`config.mk`:
```
export PLATFORM = sky130hd
export DESIGN_NAME = multichannel_ema_sensor_filter_unit_flat
export DESIGN_NICKNAME = d
export VERILOG_FILES = /design/src/rtl/msf_pkg.sv /design/src/rtl/msf_if.sv /design/src/rtl/multichannel_ema_sensor_filter_unit.sv /design/src/flat_wrapper.sv
export SDC_FILE = /design/constraint.sdc
export NUM_CORES = 1
export LEC_CHECK = 0
export ABC_AREA = 1
export ABC_CLOCK_PERIOD_IN_PS = 14500
export BUFFER_PORTS_ARGS = -buffer_cell sky130_fd_sc_hd__buf_2
export CORE_MARGIN = 1.5
export CORE_UTILIZATION = 57
export DETAILED_ROUTE_END_ITERATION = 8
export PLACE_DENSITY = 0.8
export SLEW_MARGIN = 10
export SYNTH_ARGS = -nofsm -noshare
export SYNTH_HDL_FRONTEND = slang
export SYNTH_SLANG_ARGS = --single-unit
```
`constraint.sdc`:
```
create_clock -name clk_i -period 14.5 [get_ports clk_i]
set_input_delay 2.9 -clock clk_i [delete_from_list [all_inputs] [get_ports clk_i]]
set_output_delay 2.9 -clock clk_i [all_outputs]
set_load 0.03 [all_outputs]
```
`src/rtl/msf_pkg.sv`:
```
// Package: shared constants, register map and types of the sensor filter bank.
package msf_pkg;

  localparam int NUM_CHANNELS_DEF    = 5;
  localparam int SAMPLE_BITS_DEF     = 10;
  localparam int ALPHA_FRAC_BITS_DEF = 15;

  localparam int BANK_SIZE    = 5;
  localparam int CHAN_W       = 3;
  localparam int VALUE_W      = 16;
  localparam int ALPHA_W      = 16;
  localparam int RUDDER_SHIFT = 6;
  localparam int CURRENT_CHAN = 2;
  localparam int RUDDER_CHAN  = 0;

  localparam int PADDR_W = 5;
  localparam int PDATA_W = 32;
  localparam int REG_IDX_W = 3;

  localparam logic [ALPHA_W-1:0]   ALPHA_RESET  = 16'd32768;
  localparam logic [BANK_SIZE-1:0] ENABLE_RESET = '1;

  typedef enum logic [REG_IDX_W-1:0] {
    REG_ALPHA_RUDDER     = 3'd0,
    REG_ALPHA_VOLTAGE    = 3'd1,
    REG_ALPHA_CURRENT    = 3'd2,
    REG_ALPHA_CTRL_TEMP  = 3'd3,
    REG_ALPHA_MOTOR_TEMP = 3'd4,
    REG_CHANNEL_ENABLE   = 3'd5,
    REG_DUAL_CURRENT     = 3'd6
  } reg_idx_e;

  typedef logic [VALUE_W-1:0] value_t;

endpackage

```
`src/rtl/msf_if.sv`:
```
// Interfaces: sample word channel and filtered result word channel.
interface msf_sample_if #(
  parameter int SAMPLE_BITS = msf_pkg::SAMPLE_BITS_DEF
);
  logic                      valid;
  logic                      ready;
  logic [msf_pkg::CHAN_W-1:0] channel;
  logic [SAMPLE_BITS-1:0]    sample;
  logic [SAMPLE_BITS-1:0]    second_sample;

  modport source (output valid, output channel, output sample, output second_sample,
                  input ready);
  modport sink   (input valid, input channel, input sample, input second_sample,
                  output ready);
endinterface

interface msf_result_if;
  logic                      valid;
  logic                      ready;
  logic [msf_pkg::VALUE_W-1:0] filtered_value;
  logic                      channel_ok;

  modport source (output valid, output filtered_value, output channel_ok, input ready);
  modport sink   (input valid, input filtered_value, input channel_ok, output ready);
endinterface

```
`src/rtl/multichannel_ema_sensor_filter_unit.sv`:
```
// Top level: five-channel exponential smoothing filter bank with APB register port.
//
// Each sample word on a valid, enabled channel updates the smoothing filter of that
// channel, and every word yields one result word. A word is taken into an input
// register, passes one multiply and one add (h + a*(x-h) >> F) into the result register
// and writes the channel's history in the same cycle, so the block takes one word per
// clock while the result side does not stall it. A result word is offered from the result
// register after the input register; the combinational path through the multiplier and
// the history register read-modify-write keeps this rate. The user must write registers
// through APB only while no word is in flight; the block itself does not enforce this.
module multichannel_ema_sensor_filter_unit #(
  parameter int NUM_CHANNELS    = msf_pkg::NUM_CHANNELS_DEF,
  parameter int SAMPLE_BITS     = msf_pkg::SAMPLE_BITS_DEF,
  parameter int ALPHA_FRAC_BITS = msf_pkg::ALPHA_FRAC_BITS_DEF
) (
  input  logic                         clk_i,
  input  logic                         rst_ni,
  msf_sample_if.sink                   in_i,
  msf_result_if.source                 out_o,
  input  logic                         psel,
  input  logic                         penable,
  input  logic                         pwrite,
  input  logic [msf_pkg::PADDR_W-1:0]  paddr,
  input  logic [msf_pkg::PDATA_W-1:0]  pwdata,
  output logic [msf_pkg::PDATA_W-1:0]  prdata,
  output logic                         pready
);

  localparam int AW = msf_pkg::ALPHA_W + 1;
  localparam logic [AW-1:0] AlphaOne = AW'(1) << ALPHA_FRAC_BITS;
  localparam int VW = msf_pkg::VALUE_W;
  localparam int CW = msf_pkg::CHAN_W;
  localparam int PADDR_HI = msf_pkg::REG_IDX_W + 1;

  logic [msf_pkg::ALPHA_W-1:0]   alpha_q [msf_pkg::BANK_SIZE];
  logic [msf_pkg::BANK_SIZE-1:0] enable_q;
  logic                          dual_q;
  msf_pkg::value_t               filt_q  [msf_pkg::BANK_SIZE];
  logic [msf_pkg::BANK_SIZE-1:0] seeded_q;

  logic                   s1_valid_q;
  logic [CW-1:0]          s1_chan_q;
  logic [SAMPLE_BITS-1:0] s1_samp_q;
  logic [SAMPLE_BITS-1:0] s1_samp2_q;

  logic            out_valid_q;
  msf_pkg::value_t out_value_q;
  logic            out_ok_q;

  logic            advance;
  logic            update;
  logic            wr_en;
  msf_pkg::reg_idx_e wr_idx;

  logic                   chan_ok;
  logic [CW-1:0]          idx;
  logic                   chan_en;
  logic [31:0]            rud_wide;
  logic [SAMPLE_BITS-1:0] cur_max;
  msf_pkg::value_t        x_val;
  msf_pkg::value_t        h_val;
  logic [AW-1:0]          alpha_eff;
  logic signed [VW:0]     diff;
  logic signed [AW+VW+1:0] prod;
  logic signed [AW+VW+1:0] step;
  msf_pkg::value_t        new_val;
  msf_pkg::value_t        res_value;

  assign advance   = !out_valid_q || out_o.ready;
  assign in_i.ready = !s1_valid_q || advance;
  assign update    = s1_valid_q && advance && chan_ok && chan_en;

  assign out_o.valid          = out_valid_q;
  assign out_o.filtered_value = out_value_q;
  assign out_o.channel_ok     = out_ok_q;

  // datapath
  assign chan_ok = ({1'b0, s1_chan_q} < (CW+1)'(msf_pkg::BANK_SIZE)) &&
                   ({1'b0, s1_chan_q} < (CW+1)'(NUM_CHANNELS));
  assign idx     = chan_ok ? s1_chan_q : '0;
  assign chan_en = enable_q[idx];
  assign h_val   = filt_q[idx];

  always_comb begin
    rud_wide = 32'(s1_samp_q) << msf_pkg::RUDDER_SHIFT;
    cur_max  = (dual_q && (s1_samp2_q > s1_samp_q)) ? s1_samp2_q : s1_samp_q;
    if (idx == CW'(msf_pkg::RUDDER_CHAN)) begin
      x_val = (rud_wide[31:VW] != '0) ? '1 : rud_wide[VW-1:0];
    end else if (idx == CW'(msf_pkg::CURRENT_CHAN)) begin
      x_val = VW'(cur_max);
    end else begin
      x_val = VW'(s1_samp_q);
    end
  end

  always_comb begin
    alpha_eff = (AW'(alpha_q[idx]) > AlphaOne) ? AlphaOne : AW'(alpha_q[idx]);
    diff      = $signed({1'b0, x_val}) - $signed({1'b0, h_val});
    prod      = $signed({1'b0, alpha_eff}) * diff;
    step      = prod >>> ALPHA_FRAC_BITS;
    new_val   = seeded_q[idx] ? (h_val + step[VW-1:0]) : x_val;
    res_value = (chan_ok && chan_en) ? new_val : '0;
  end

  // pipeline registers
  always_ff @(posedge clk_i or negedge rst_ni) begin
    if (!rst_ni) begin
      s1_valid_q  <= 1'b0;
      out_valid_q <= 1'b0;
    end else begin
      if (in_i.ready) begin
        s1_valid_q <= in_i.valid;
      end
      if (advance) begin
        out_valid_q <= s1_valid_q;
      end
    end
  end

  always_ff @(posedge clk_i) begin
    if (in_i.valid && in_i.ready) begin
      s1_chan_q  <= in_i.channel;
      s1_samp_q  <= in_i.sample;
      s1_samp2_q <= in_i.second_sample;
    end
    if (advance && s1_valid_q) begin
      out_value_q <= res_value;
      out_ok_q    <= chan_ok;
    end
  end

  // configuration registers
  assign pready = 1'b1;
  assign wr_en  = psel && penable && pwrite;
  assign wr_idx = msf_pkg::reg_idx_e'(paddr[PADDR_HI:2]);

  always_ff @(posedge clk_i or negedge rst_ni) begin
    if (!rst_ni) begin
      for (int c = 0; c < msf_pkg::BANK_SIZE; c++) begin
        alpha_q[c] <= msf_pkg::ALPHA_RESET;
        filt_q[c]  <= '0;
      end
      enable_q <= msf_pkg::ENABLE_RESET;
      dual_q   <= 1'b0;
      seeded_q <= '0;
    end else begin
      if (update) begin
        filt_q[idx]   <= new_val;
        seeded_q[idx] <= 1'b1;
      end
      if (wr_en) begin
        unique case (wr_idx)
          msf_pkg::REG_ALPHA_RUDDER, msf_pkg::REG_ALPHA_VOLTAGE,
          msf_pkg::REG_ALPHA_CURRENT, msf_pkg::REG_ALPHA_CTRL_TEMP,
          msf_pkg::REG_ALPHA_MOTOR_TEMP: begin
            alpha_q[wr_idx] <= pwdata[msf_pkg::ALPHA_W-1:0];
          end
          msf_pkg::REG_CHANNEL_ENABLE: begin
            enable_q <= pwdata[msf_pkg::BANK_SIZE-1:0];
            for (int c = 0; c < msf_pkg::BANK_SIZE; c++) begin
              if (!pwdata[c]) begin
                filt_q[c]   <= '0;
                seeded_q[c] <= 1'b0;
              end
            end
          end
          msf_pkg::REG_DUAL_CURRENT: begin
            dual_q <= pwdata[0];
          end
          default: begin
          end
        endcase
      end
    end
  end

  always_comb begin
    prdata = '0;
    unique case (wr_idx)
      msf_pkg::REG_ALPHA_RUDDER, msf_pkg::REG_ALPHA_VOLTAGE,
      msf_pkg::REG_ALPHA_CURRENT, msf_pkg::REG_ALPHA_CTRL_TEMP,
      msf_pkg::REG_ALPHA_MOTOR_TEMP: begin
        prdata = msf_pkg::PDATA_W'(alpha_q[wr_idx]);
      end
      msf_pkg::REG_CHANNEL_ENABLE: begin
        prdata = msf_pkg::PDATA_W'(enable_q);
      end
      msf_pkg::REG_DUAL_CURRENT: begin
        prdata = msf_pkg::PDATA_W'(dual_q);
      end
      default: begin
        prdata = '0;
      end
    endcase
  end

endmodule

```
`src/flat_wrapper.sv`:
```
// flat-port wrapper written by rule: the top's interface ports become plain ports
module multichannel_ema_sensor_filter_unit_flat 
#(
  parameter int NUM_CHANNELS    = msf_pkg::NUM_CHANNELS_DEF,
  parameter int SAMPLE_BITS     = msf_pkg::SAMPLE_BITS_DEF,
  parameter int ALPHA_FRAC_BITS = msf_pkg::ALPHA_FRAC_BITS_DEF
)
  (clk_i, rst_ni, psel, penable, pwrite, paddr, pwdata, prdata, pready, in_i_valid, in_i_channel, in_i_sample, in_i_second_sample, in_i_ready, out_o_valid, out_o_filtered_value, out_o_channel_ok, out_o_ready);
  msf_sample_if #(.SAMPLE_BITS(SAMPLE_BITS)) in_i_i ();
  msf_result_if out_o_i ();
  input  logic clk_i;
  input  logic rst_ni;
  input  logic psel;
  input  logic penable;
  input  logic pwrite;
  input  logic [msf_pkg::PADDR_W-1:0] paddr;
  input  logic [msf_pkg::PDATA_W-1:0] pwdata;
  output logic [msf_pkg::PDATA_W-1:0] prdata;
  output logic pready;
  input wire logic [$bits(in_i_i.valid)-1:0] in_i_valid;
  input wire logic [$bits(in_i_i.channel)-1:0] in_i_channel;
  input wire logic [$bits(in_i_i.sample)-1:0] in_i_sample;
  input wire logic [$bits(in_i_i.second_sample)-1:0] in_i_second_sample;
  output wire logic [$bits(in_i_i.ready)-1:0] in_i_ready;
  output wire logic [$bits(out_o_i.valid)-1:0] out_o_valid;
  output wire logic [$bits(out_o_i.filtered_value)-1:0] out_o_filtered_value;
  output wire logic [$bits(out_o_i.channel_ok)-1:0] out_o_channel_ok;
  input wire logic [$bits(out_o_i.ready)-1:0] out_o_ready;
  assign in_i_i.valid = in_i_valid;
  assign in_i_i.channel = in_i_channel;
  assign in_i_i.sample = in_i_sample;
  assign in_i_i.second_sample = in_i_second_sample;
  assign in_i_ready = in_i_i.ready;
  assign out_o_valid = out_o_i.valid;
  assign out_o_filtered_value = out_o_i.filtered_value;
  assign out_o_channel_ok = out_o_i.channel_ok;
  assign out_o_i.ready = out_o_ready;
  multichannel_ema_sensor_filter_unit #(.NUM_CHANNELS(NUM_CHANNELS), .SAMPLE_BITS(SAMPLE_BITS), .ALPHA_FRAC_BITS(ALPHA_FRAC_BITS)) u_core (.clk_i(clk_i), .rst_ni(rst_ni), .in_i(in_i_i), .out_o(out_o_i), .psel(psel), .penable(penable), .pwrite(pwrite), .paddr(paddr), .pwdata(pwdata), .prdata(prdata), .pready(pready));
endmodule
```
==> summary.md <==
| Metric | Value |
|---|---|
| Fin crit share | `between 80% and 90%` |
| Crit path max fanout | `16` |
| Unrepaired setup endpoints after global routing | `false` |
| CP Launch Type | `flop` |
| Avg Synthesized Cell Area | `8.04 um2` |
| Min Tclk post-route | `between 10 and 15 ns` |
| Vias in the first global route | `around 18000` |
| Number of buffers and inverters on the critical path | `12` |
| Max stage delay on crit path | `0.79 ns` |
| Vias per std cell | `between 5 and 6` |
| Synthesized flop and latch total | `between 200 and 250` |
| Synth area leader | `fa_1` |
| Final Slew Violations | `0` |
| Post-synth cell types | `54` |
| Worst-margin pin slew | `1.13 ns` |
| Initial antenna violation count | `0` |
| DRC | `0` |
| Crit path kind | `flop to flop` |
| CTS tree | `yes` |
| DRT antenna net count | `0` |
| Setup TNS | `0 ns` |
| Status | `finished clean` |
| Slew HR | `24.7%` |
| Post-CTS Hold Fix Bufs | `0` |
| Chip Height | `about 190 um` |
| Hold Vio Cnt, Final | `0` |
| CTS buffer count | `20` |
| First-pass GRT wire length | `between 90 and 100 mm` |
| Layout cells sized above 1 | `under 10%` |
| CTS Sinks | `approximately 210` |
| WP data arrival | `12.93 ns` |
| Largest net degree at the start of global routing | `just under 90` |
| Setup violators final | `0` |
| Post-CTS Resized | `0` |
| Required time worst endpoint | `around 15 ns` |
| Grt ovf | `0` |
| Post-Syn Area | `between 0.02 and 0.025 mm2` |
| Routability cong. | `between 0.9 and 1` |
| Yosys warns | `0` |
| HP Class | `flop to flop` |
| Max Clock Skew | `0.0128 ns` |
| Max-Cap Viols | `0` |
| Tot GR Track Use | `a little under a third` |
| Postcts setup bufs | `0` |
| Register area share after synthesis | `a little over a quarter` |
| Core area | `between 0.03 and 0.04 mm2` |
| Nets | `roughly 3000` |
| Clk root buf | `clkbuf_16` |
| CTS Buffer Depth | `3` |
| Clock Latency Late Sink | `between 0.5 and 0.6 ns` |
| Ys flop type | `dfrtp_1` |
| CP most frequent cell | `nand2_1` |
| Post-Syn Instances | `around 2500` |
| Clk slew on worst S/H paths | `0.06 ns` |
| Slowest cell on crit path | `nor2_2` |
| Area Growth Syn to Fin | `6.40%` |
| CTS H-tree depth | `1` |
| I/O Buffers | `just over 80` |
| Cell row count | `between 60 and 70` |
| Die width | `193 um` |
| Routed len/inst | `18.7 um` |
| Synth top area share | `between 20% and 30%` |
| Starting Density | `57.7%` |
| 1st-pass router iterations | `6` |
| FMAX | `80.1 MHz` |
| Antenna Cells | `0` |
| Asr flop ratio synth | `about four fifths` |
| Via count | `around 18000` |
| Die area | `about 0.037 mm2` |
| Hpwl dp | `around 43 mm` |
| Number of synthesized flops with an enable pin | `40` |
| FILL cells | `slightly above 3000` |
| Initial DRC count | `1636` |
| Routed WL | `around 57 mm` |
| Synth area leaders | `fa_1, dfrtp_1, inv_1` |
| Crit-path leading delay family | `adder cells` |
| Critical Path Sink Type | `flop` |
| Io pins | `approximately 120` |
worst paths after layout:
kind                       cells past startpoint  slack, ns                              to                      startpoint
max in group asynchronous                      2      10.44  u_core.alpha_q[16]$_DFFE_PN0P_                          rst_ni
hold / removal                                 2       0.49  u_core.alpha_q[25]$_DFFE_PN0P_  u_core.alpha_q[25]$_DFFE_PN0P_
setup reg to reg                              59       2.01     u_core.filt_q[14]$_DFF_PN0_   u_core.s1_chan_q[2]$_DFFE_PP_
hold reg to reg                                2       0.49  u_core.alpha_q[25]$_DFFE_PN0P_  u_core.alpha_q[25]$_DFFE_PN0P_
min in group asynchronous                      1       2.47     u_core.filt_q[60]$_DFF_PN0_                          rst_ni
setup / recovery                              59       2.01     u_core.filt_q[14]$_DFF_PN0_   u_core.s1_chan_q[2]$_DFFE_PP_
tightest hold or removal path, stage by stage (launching register included):
cell,delay [ns]
dfrtp_1,0.34
nand2_1,0.05
o21ai_0,0.06
stage by stage:
stage	util (%)	hold slack [ns]	std cells	instance area, um2	worst slack [ns]
floorplan	-	0.453	2563	20500	4.15
global placement	59.6	0.471	3016	21100	2.44
detailed placement	59.6	0.473	3016	21100	2.35
CTS	61.4	0.488	3052	21800	2.28
global route	61.4	0.526	3052	21800	1.22
finish	61.4	0.489	3052	21800	2.01
cell usage in the layout (no fill, tap or decap), drive strengths merged, types with 5 or more instances in the layout:
cell type / count
clkbuf: 34
nor2: 329
o211ai: 50
conb: 17
ha: 147
o21bai: 5
nor3: 28
a22oi: 13
nand2: 448
xor2: 24
a21oi: 126
or2: 8
nand3: 47
clkinv: 11
a2111oi: 13
nand4: 14
edfxtp: 40
fa: 210
buf: 96
nor4: 5
o21ai: 152
dfstp: 10
o221ai: 5
inv: 500
a31oi: 20
o22ai: 41
dfrtp: 163
xnor2: 12
cell type report:
class | instances | area (um2) | area share, %
clock inverter | 2 | 13.8 | 0.0632
tap | 461 | 577 | 2.65
sequential | 213 | 5540 | 25.4
multi-input combinational | 1737 | 12600 | 57.8
inverter | 509 | 1910 | 8.77
timing repair buffer | 96 | 519 | 2.38
clock buffer | 34 | 626 | 2.87
state kept, by name, summed over array words and instances (netlist names):
register and flops:
u_core.s1_chan_q 3, u_core.out_o.channel_ok 1, u_core.alpha_q 80, u_core.out_o.valid 1
u_core.seeded_q 5, u_core.enable_q 5, u_core.s1_valid_q 1, u_core.s1_samp_q 10
u_core.s1_samp2_q 10, u_core.filt_q 80, u_core.dual_q 1, u_core.out_o.filtered_value 16
routing by layer:
layer  track usage [%]  part of all wire [%]  vias up  wire, um
li1                  -                     -     8061         -
met1              42.5                    40     8721     22600
met2              53.0                    48      907     27200
met3              4.31                   8.9      150      5110
met4              12.6                   3.9        0      2220
met5                 0                     0        -         0
synthesized netlist by cell type (all sizes together), types with 5 or more instances:
cell type    n
o22ai       41
or2          8
nand2      448
a21oi      126
xor2        24
a2111oi     13
nor4         5
a31oi       20
inv        499
o21ai      152
dfrtp      163
nand3       47
xnor2       12
nor2       329
o21bai       5
clkbuf      70
ha         147
nand4       14
o211ai      50
clkinv      10
o221ai       5
dfstp       10
edfxtp      40
a22oi       13
buf         34
fa         210
nor3        28
cell families (layout without fill, tap and decap cells):
kind of cell / count (synthesis) / in the layout / share of synthesized area (%)
and+or+nand+nor: 883 / 883 / 17.4
buffers and inverters: 613 / 641 / 11.7
AOI/OAI and AO/OA: 444 / 444 / 12.7
DFF: 213 / 213 / 27.1
other: 2 / 17 / 0.0367
xor gates and xnor gates: 36 / 36 / 1.54
adders and majority gates: 357 / 357 / 29.5
Power is not shown: default switching activity piles up to over one toggle a cycle in this logic, so the estimate is an artifact.
